**config.mk**
```make
export PLATFORM = sky130hd
export DESIGN_NAME = ttlrc_head
export DESIGN_NICKNAME = d
export VERILOG_FILES = /design/src/hw/rtl/ttlrc_pkg.sv /design/src/hw/rtl/ttlrc_head.sv
export SDC_FILE = /design/constraint.sdc
export NUM_CORES = 1
export LEC_CHECK = 0
export ABC_AREA = 1
export BUFFER_PORTS_ARGS = -buffer_cell sky130_fd_sc_hd__clkbuf_2
export CORE_AREA = 2 2 332 334
export DETAILED_ROUTE_END_ITERATION = 8
export DIE_AREA = 0 0 334 336
export GPL_TIMING_DRIVEN = 0
export SYNTH_ARGS = -nofsm -noshare
export SYNTH_HDL_FRONTEND = slang
export SYNTH_SLANG_ARGS = --single-unit
```
**constraint.sdc**
```tcl
create_clock -name vclk -period 1.23
set_clock_uncertainty 0.2 [all_clocks]
set_input_delay 0.123 -clock vclk [all_inputs]
set_output_delay 0.123 -clock vclk [all_outputs]
set_load 0.03 [all_outputs]
```
**src/hw/rtl/ttlrc_pkg.sv**
```systemverilog
// Package for the TTL record cache table: payload structs, result codes and
// the table size. Used by every module of the block.
`timescale 1ns / 1ps
`default_nettype none
package ttlrc_pkg;

  localparam int unsigned Entries = 64;
  localparam int unsigned IdxW    = $clog2(Entries);
  localparam int unsigned StartW  = 7;

  localparam logic [1:0] ResStored = 2'd0;
  localparam logic [1:0] ResFull   = 2'd1;
  localparam logic [1:0] ResFound  = 2'd2;
  localparam logic [1:0] ResMiss   = 2'd3;

  localparam logic [1:0] OriginFile = 2'd0;
  localparam logic       ReqStore   = 1'b0;

  typedef struct packed {
    logic        req_type;
    logic [31:0] now_seconds;
    logic [63:0] name_key;
    logic [3:0]  record_type;
    logic [1:0]  record_origin;
    logic [63:0] address_high;
    logic [63:0] address_low;
    logic [31:0] ttl_seconds;
    logic [15:0] priority_req;
    logic [6:0]  start_index;
  } req_t;

  typedef struct packed {
    logic [1:0]  result_code;
    logic [5:0]  found_index;
    logic [63:0] found_address_high;
    logic [63:0] found_address_low;
    logic [31:0] found_ttl;
  } rsp_t;

  // One stored record.
  typedef struct packed {
    logic        valid;
    logic [63:0] name_key;
    logic [63:0] address_high;
    logic [63:0] address_low;
    logic [3:0]  rtype;
    logic [1:0]  origin;
    logic [31:0] ttl;
    logic [31:0] stamp;
    logic [15:0] prio;
  } rec_t;

  // Per-cycle instruction to the cell at the head of the ring.
  typedef struct packed {
    logic expire;   // clear valid bit of the head record
    logic refresh;  // rewrite TTL and stamp
    logic fill;     // write whole record from the request
  } cell_ctl_t;

endpackage
`default_nettype wire

```
**src/hw/rtl/ttlrc_head.sv**
```systemverilog
// Head of the ring: applies expiry, refresh or fill to the record passing
// from the last cell back to the first. Depends on ttlrc_pkg.
`timescale 1ns / 1ps
`default_nettype none
module ttlrc_head
  import ttlrc_pkg::*;
(
  input  wire rec_t      rec_i,
  input  wire req_t      req_i,
  input  wire cell_ctl_t ctl_i,
  output rec_t           rec_o
);

  always_comb begin
    rec_o = rec_i;
    if (ctl_i.fill) begin
      rec_o.valid        = 1'b1;
      rec_o.name_key     = req_i.name_key;
      rec_o.address_high = req_i.address_high;
      rec_o.address_low  = req_i.address_low;
      rec_o.rtype        = req_i.record_type;
      rec_o.origin       = req_i.record_origin;
      rec_o.ttl          = req_i.ttl_seconds;
      rec_o.stamp        = req_i.now_seconds;
      rec_o.prio         = req_i.priority_req;
    end else if (ctl_i.refresh) begin
      rec_o.ttl   = req_i.ttl_seconds;
      rec_o.stamp = req_i.now_seconds;
    end else if (ctl_i.expire) begin
      rec_o.valid = 1'b0;
    end
  end

endmodule
`default_nettype wire

```
==> results.sh <==
export IMPL_outcome="complete, but fails checks"
export IMPL_violations="negative setup slack"
export IMPL_max_freq_mhz=662
export IMPL_viasPerCell=3.13
export IMPL_fin_cells=3213
export IMPL_syn_area_um2=3540
export IMPL_critPathRequiredTime_ns=0.91
export IMPL_synth_area_per_cell_um2=3.93
export IMPL_drive_gt1_frac=0.777
export IMPL_worstSetupPathType="in -> out"
export IMPL_end_kind="output port"
export IMPL_hp_class="in -> out"
export IMPL_place_inst=3152
export IMPL_maxSlewViolCount=0
export IMPL_gr_usage_all_layers=0.148
export IMPL_worstPathArrival_ns=1.19
export IMPL_drc=0
export IMPL_power_mw=7.76
export IMPL_slowest_delay_ns=0.18
export IMPL_rows=121
export IMPL_grt_first_pass_wirelength_um=105000
export IMPL_first_pass_iters=5
export IMPL_core_area_um2=108000
export IMPL_start_util=0.0326
export IMPL_dpl_hpwl_um=81300
export IMPL_min_period_ns=1.51
export IMPL_clock_buffers=0
export IMPL_place_congestion=1.09
export IMPL_vias=10100
export IMPL_fin_crit_sh=1.23
export IMPL_holdBufCountCts=0
export IMPL_die_y_um=336
export IMPL_postRouteAntennaNets=0
export IMPL_cp_buffers_inverters=5
export IMPL_hold_ws_ns=0.345
export IMPL_path_cells="buf_16 > clkinv_16 > buf_12 > buf_12 > nand2_8 > nand2_1 > buf_4"
export IMPL_fin_util=0.140
export IMPL_worst_slew_pin_slew_ns=0.282
export IMPL_seq_cell_count=0
export IMPL_placed_area_um2=9630
export IMPL_grt_max_degree=11
export IMPL_fp_dieW_um=334
export IMPL_worstPathMaxFanout=10
export IMPL_syn2layout_area_growth_pct=329
export IMPL_dieArea_um2=112000
export IMPL_hold_violations=0
export IMPL_crit_top_cell="buf_12"
export IMPL_io_buffers=838
export IMPL_ys_warn_count=0
export IMPL_drt_iter0_markers=662
export IMPL_io_pins=847
export IMPL_setup_ws_ns=-0.280
export IMPL_crit_family="buffers and inverters"
export IMPL_rsz0062_at_grt="yes"
export IMPL_overflow=0
export IMPL_crit_slowest_cell="buf_12"
export IMPL_antenna_found_initial=84
export IMPL_grt_pass1_vias=9066
export IMPL_slew_headroom=0.812
export IMPL_seqCellArea_um2=0
export IMPL_wl_per_cell_um=28.9
export IMPL_syn_num_nets=1468
export IMPL_synth_cell_types=11
export IMPL_fin_area_um2=15200
export IMPL_yosysSeqAreaShare=0
export IMPL_drv_cap=0
export IMPL_vdd_ir_drop_max_v=0.000243
export IMPL_netlist_instances=900
export IMPL_power_density_nw_per_um2=511
export IMPL_start_kind="primary input"
export IMPL_power_static_leakage_nw=8.23
export IMPL_fin_nets=2354
export IMPL_setup_viol=278
export IMPL_drt_wl_total_um=92700
==> area by class of cell <==
class / instances / area, um^2
Fill cell: 12300 / 93200
Timing Repair Buffer: 885 / 6810
Inverter: 2 / 37.5
Antenna cell: 15 / 37.5
Multi-Input combinational cell: 839 / 5560
Tap cell: 1414 / 1770
Buffer: 57 / 943
Timing Repair inverter: 1 / 20.0
==> kinds of logic after synthesis <==
kind of cell,Yosys count,synth area share
AND/OR/NAND/NOR,837,0.891
buffers and inverters,62,0.108
AO/OA/AOI/OAI,1,0.00141
==> power by group <==
group / leakage, nW / total [mW] / internal, mW / switching (mW)
combinational: 8.23 / 7.76 / 3.15 / 4.60
sequential: 0 / 0 / 0 / 0
clock: 0.0000981 / 0.00000159 / 0.00000159 / 0
==> layer usage <==
metal / wire length [um] / GRT usage
met5: 678 / 0.0106
met4: 1780 / 0.0174
met3: 10900 / 0.0709
met2: 40100 / 0.224
met1: 39300 / 0.194
==> repair_timing <==
item	in CTS	in global routing
setup buffers	15	12
pin swaps	13	31
resized for setup	711	733
gates cloned	7	20
setup endpoints to repair	279	279
==> placed cells by master (no fill, tap or decap) <==
cell type and n:
clkbuf_2 576, nand2_1 398, nand2_2 242, nand2_4 160
buf_8 88, buf_6 73, clkbuf_4 58, nand2_8 36
buf_12 34, clkbuf_8 32, buf_4 29, clkbuf_16 21
buf_2 19, diode_2 15, buf_16 12, clkinv_16 1
clkinvlp_4 1, nor2_4 1, nor2_2 1, a21oi_2 1
inv_16 1
==> through the flow <==
step / worst slack [ns] / TNS [ns]
global placement: -1.08 / -187.84
floorplan: 0.0238 / 0
detailed placement: -1.08 / -188.17
global route: -0.318 / -60.66
CTS: -0.298 / -60.79
finish: -0.280 / -49.90
==> Yosys cell counts, drive strengths merged <==
cell type | count | area [um^2]
inv | 2 | 10.0
nor2 | 2 | 10.0
nand2 | 835 | 3140
a21oi | 1 | 5.00
buf | 55 | 352
clkbuf | 5 | 18.8
==> worst paths after layout <==
path,from,to,slack [ns],cells after the start
max,ctl_i[0],rec_o[4],-0.28,7
min,ctl_i[2],rec_o[278],0.34,3
No activity file was read; power rests on OpenSTA's default activity.
