<file path="config.mk">
export PLATFORM = sky130hd
export DESIGN_NAME = ttlrc_cell
export DESIGN_NICKNAME = d
export VERILOG_FILES = /design/src/hw/rtl/ttlrc_pkg.sv /design/src/hw/rtl/ttlrc_cell.sv
export SDC_FILE = /design/constraint.sdc
export NUM_CORES = 1
export LEC_CHECK = 0
export BUFFER_PORTS_ARGS = -buffer_cell sky130_fd_sc_hd__buf_4
export CAP_MARGIN = 5
export CELL_PAD_IN_SITES_DETAIL_PLACEMENT = 0
export CELL_PAD_IN_SITES_GLOBAL_PLACEMENT = 1
export CORE_AREA = 2 2 215 217
export DETAILED_ROUTE_END_ITERATION = 7
export DIE_AREA = 0 0 217 219
export HOLD_SLACK_MARGIN = 0.02
export PLACE_DENSITY_LB_ADDON = 0.1
export SETUP_SLACK_MARGIN = 0.3
export SYNTH_ARGS = -nofsm -noshare
export SYNTH_HDL_FRONTEND = slang
export SYNTH_SLANG_ARGS = --single-unit
export TNS_END_PERCENT = 5
</file>
<file path="constraint.sdc">
create_clock -name clk_i -period 0.8 [get_ports clk_i]
set_input_delay 0.04 -clock clk_i [delete_from_list [all_inputs] [get_ports clk_i]]
set_output_delay 0.04 -clock clk_i [all_outputs]
set_load 0.005 [all_outputs]
</file>
<file path="src/hw/rtl/ttlrc_pkg.sv">
// Package for the TTL record cache table: payload structs, result codes and
// the table size. Used by every module of the block.
`timescale 1ns / 1ps
`default_nettype none
package ttlrc_pkg;

  localparam int unsigned Entries = 64;
  localparam int unsigned IdxW    = $clog2(Entries);
  localparam int unsigned StartW  = 7;

  localparam logic [1:0] ResStored = 2'd0;
  localparam logic [1:0] ResFull   = 2'd1;
  localparam logic [1:0] ResFound  = 2'd2;
  localparam logic [1:0] ResMiss   = 2'd3;

  localparam logic [1:0] OriginFile = 2'd0;
  localparam logic       ReqStore   = 1'b0;

  typedef struct packed {
    logic        req_type;
    logic [31:0] now_seconds;
    logic [63:0] name_key;
    logic [3:0]  record_type;
    logic [1:0]  record_origin;
    logic [63:0] address_high;
    logic [63:0] address_low;
    logic [31:0] ttl_seconds;
    logic [15:0] priority_req;
    logic [6:0]  start_index;
  } req_t;

  typedef struct packed {
    logic [1:0]  result_code;
    logic [5:0]  found_index;
    logic [63:0] found_address_high;
    logic [63:0] found_address_low;
    logic [31:0] found_ttl;
  } rsp_t;

  // One stored record.
  typedef struct packed {
    logic        valid;
    logic [63:0] name_key;
    logic [63:0] address_high;
    logic [63:0] address_low;
    logic [3:0]  rtype;
    logic [1:0]  origin;
    logic [31:0] ttl;
    logic [31:0] stamp;
    logic [15:0] prio;
  } rec_t;

  // Per-cycle instruction to the cell at the head of the ring.
  typedef struct packed {
    logic expire;   // clear valid bit of the head record
    logic refresh;  // rewrite TTL and stamp
    logic fill;     // write whole record from the request
  } cell_ctl_t;

endpackage
`default_nettype wire

</file>
<file path="src/hw/rtl/ttlrc_cell.sv">
// One cell of the record ring: holds a single record and passes it on to its
// neighbour each rotate cycle. Depends on ttlrc_pkg.
`timescale 1ns / 1ps
`default_nettype none
module ttlrc_cell
  import ttlrc_pkg::*;
(
  input  wire logic clk_i,
  input  wire logic rst_ni,
  input  wire logic shift_i,
  input  wire rec_t rec_i,
  output rec_t      rec_o
);

  rec_t rec_q;
  logic valid_q;

  // The valid bit resets; the payload does not.
  always_ff @(posedge clk_i or negedge rst_ni) begin
    if (!rst_ni) begin
      valid_q <= 1'b0;
    end else if (shift_i) begin
      valid_q <= rec_i.valid;
    end
  end

  always_ff @(posedge clk_i) begin
    if (shift_i) begin
      rec_q <= rec_i;
    end
  end

  always_comb begin
    rec_o       = rec_q;
    rec_o.valid = valid_q;
  end

endmodule
`default_nettype wire

</file>
==> summary.md <==
| Metric | Value |
|---|---|
| Synth Cell Area | `8400 µm²` |
| Die W | `217 µm` |
| Initial Util | `18.6%` |
| Crit Path Category | `reg -> out` |
| CP cell instances | `buf_6` |
| Sw Share | `21.0%` |
| Fin crit share | `141%` |
| Clock buffer depth | `3` |
| Post-CTS Setup Bufs | `0` |
| Syn avg cell area | `29.9 µm²` |
| Total Wirelength | `31.3 mm` |
| Seq/Total Area, Yosys | `99.7%` |
| Antenna violations before repair | `3` |
| Post-CTS Hold Buffers | `281` |
| Critical path's slowest cell | `edfxtp_1` |
| Part of the power in registers | `47.5%` |
| Number of remaining DRC errors | `0` |
| Cell count after placement | `1,468` |
| Detail Placement HPWL | `24.1 mm` |
| Core area | `45,100 µm²` |
| Aggregate global-route resource usage | `12.6%` |
| Worst Path Buf+Inv | `1` |
| Area added between synthesis and finish | `116%` |
| Multi-input gate area | `15.0 µm²` |
| Hold Slack | `-123 ps` |
| Routability cong. | `0.728` |
| Maxcap violations | `0` |
| Initial DRC Count | `166` |
| Slew @ Worst Pin | `166 ps` |
| Worst min path class | `in -> reg` |
| First-pass detailed-route iteration total | `4` |
| RSZ-0062 raised after global routing | `true` |
| Ranking of synthesized cells by area | `edfxtp_1 (99%), dfrtp_1 (0.30%), mux2_4 (0.18%), buf_4 (0.089%)` |
| Antenna diode count | `0` |
| Worst EP required | `760 ps` |
| Violated checks | `negative hold slack, negative setup slack` |
| I/O pin count | `561` |
| Sequential Area | `8370 µm²` |
| Type of origin of the critical path | `flip-flop` |
| First-pass GRT wire length | `43.9 mm` |
| Total CTS buffers | `35` |
| Post-Layout Cell Count | `1,808` |
| Synth Warn # | `0` |
| Layout cell share with drive strength beyond 1 | `52.3%` |
| Core Util, Final | `40.2%` |
| Cells after synthesis | `281` |
| TritonCTS clock tree | `yes` |
| Combinational fraction of design power | `13.7%` |
| Clk network pwr share | `38.8%` |
| Syn Nets | `563` |
| Final Hold Viols | `8` |
| H-tree level count | `2` |
| Synth cell types | `4` |
| Yosys top cell by area | `edfxtp_1` |
| Crit path DAT | `1090 ps` |
| Clock Root Buffer | `clkbuf_16` |
| Outcome | `finished with violations` |
| Remaining antenna violation count | `0` |
| Via density | `3.51` |
| Fill cells | `4,255` |
| Die height | `219 µm` |
| Clock-pin slew on the worst setup and hold paths | `60 ps` |
| Rows | `78` |
| Final setup fails | `279` |
| Clk sink count | `279` |
| Post-DR wirelength/cell | `17.3 µm` |
| Final worst slack | `-326 ps` |
| Largest net degree at the start of global routing | `30` |
| Leak | `7.49 nW` |
| CP top delay family | `flip-flops` |
| Routed vias | `6,342` |
| Fin nets | `1,468` |
| Share of the synthesized area in the top cell type | `99.4%` |
| Vias in the first global route | `7,087` |
| Slowest stage delay, CP | `420 ps` |
| Global route overflow | `0` |
| Buffers added on ports | `560` |
| Max-slew violations | `0` |
| Synthesized flop and latch total | `279` |
| Worst clock skew | `0 ps` |
| Pwr dens | `2070 nW/µm²` |
| Top achievable clock speed | `888 MHz` |
| CP endpoint kind | `primary output` |
| Critical path peak fanout | `1` |
| Net Sw Power | `0.00790 W` |
| Die area | `47,500 µm²` |
| Worst-Skew Late Latency | `520 ps` |
| VDD IR max | `1.43 mV` |
| Min cycle time layout | `1130 ps` |
| Internal | `0.0297 W` |
| Power, Total | `0.0376 W` |
| Slew margin rel. | `88.9%` |
synth_stat cells:
master	n
buf_4	1
dfrtp_1	1
mux2_4	1
edfxtp_1	278
per-stage QoR:
step	setup slack, ps	TNS [ps]	cell area [µm²]
2_1_floorplan	70.6	0	8400
5_1_grt	-382	-92160	18100
6_report	-326	-75260	18100
3_5_place_dp	-59.1	-8580	13700
4_1_cts	-382	-89550	17900
3_3_place_gp	-57.0	-8070	13700
worst paths after layout:
| kind | cells past startpoint | startpoint | slack (ps) | endpoint |
|---|---|---|---|---|
| max | 1 | rec_o[14] | -330 | rec_o[14] |
| min | 2 | shift_i | -120 | rec_o[75] |
| max reg2reg | 1 | valid_q | 40 | valid_q |
| min reg2reg | 1 | valid_q | 530 | valid_q |
| max in group asynchronous | 3 | rst_ni | 320 | valid_q |
| min in group asynchronous | 3 | rst_ni | 380 | valid_q |
cells by family (layout without fill, tap and decap cells):
family,after synthesis,count (layout),synth area share [%]
flip-flops,279,279,99.7
multiplexers,1,1,0.179
buffers and inverters,1,928,0.0895
state kept, by name, indices dropped and copies added, names as in the netlist:
signal and cells:
rec_o 278, valid_q 1
metal layers:
layer  vias up  wire (µm)  track usage, %
met5         -         34               0
met4         6        761            4.18
met3        53       3250            6.03
met2       304      16400            22.6
met1      3015      10900            12.7
li1       2964          -               -
power by group through the flow:
stage          Clock [W]  Sequential (W)  Combinational [W]
3_3_place_gp           0          0.0180            0.00372
4_1_cts           0.0152          0.0178            0.00510
5_1_grt           0.0158          0.0179            0.00548
2_1_floorplan          0          0.0181          0.0000162
6_report          0.0146          0.0178            0.00514
3_5_place_dp           0          0.0180            0.00369
layout make-up:
type / count / share of cell area [%]
Clock buffer: 47 / 5.32
Clock inverter: 12 / 0.442
Multi-Input combinational cell: 1 / 0.0828
Sequential cell: 279 / 46.2
Tap cell: 600 / 4.14
Timing Repair Buffer: 869 / 43.8
cell usage in the layout (no fill, tap or decap), types with 4 or more instances in the layout:
cell type	n
clkbuf_16	37
clkinv_2	4
edfxtp_1	278
buf_4	419
clkbuf_1	10
buf_12	9
clkinv_1	6
buf_6	159
dlygate4sd3_1	281
repair_timing:
| item | in CTS | in global routing |
|---|---|---|
| gates resized for setup | 90 | 69 |
| setup endpoints to repair | 280 | 280 |
| endpoints found under the hold margin | 298 | 19 |
Note: power is estimated with default switching activity, not from simulation.
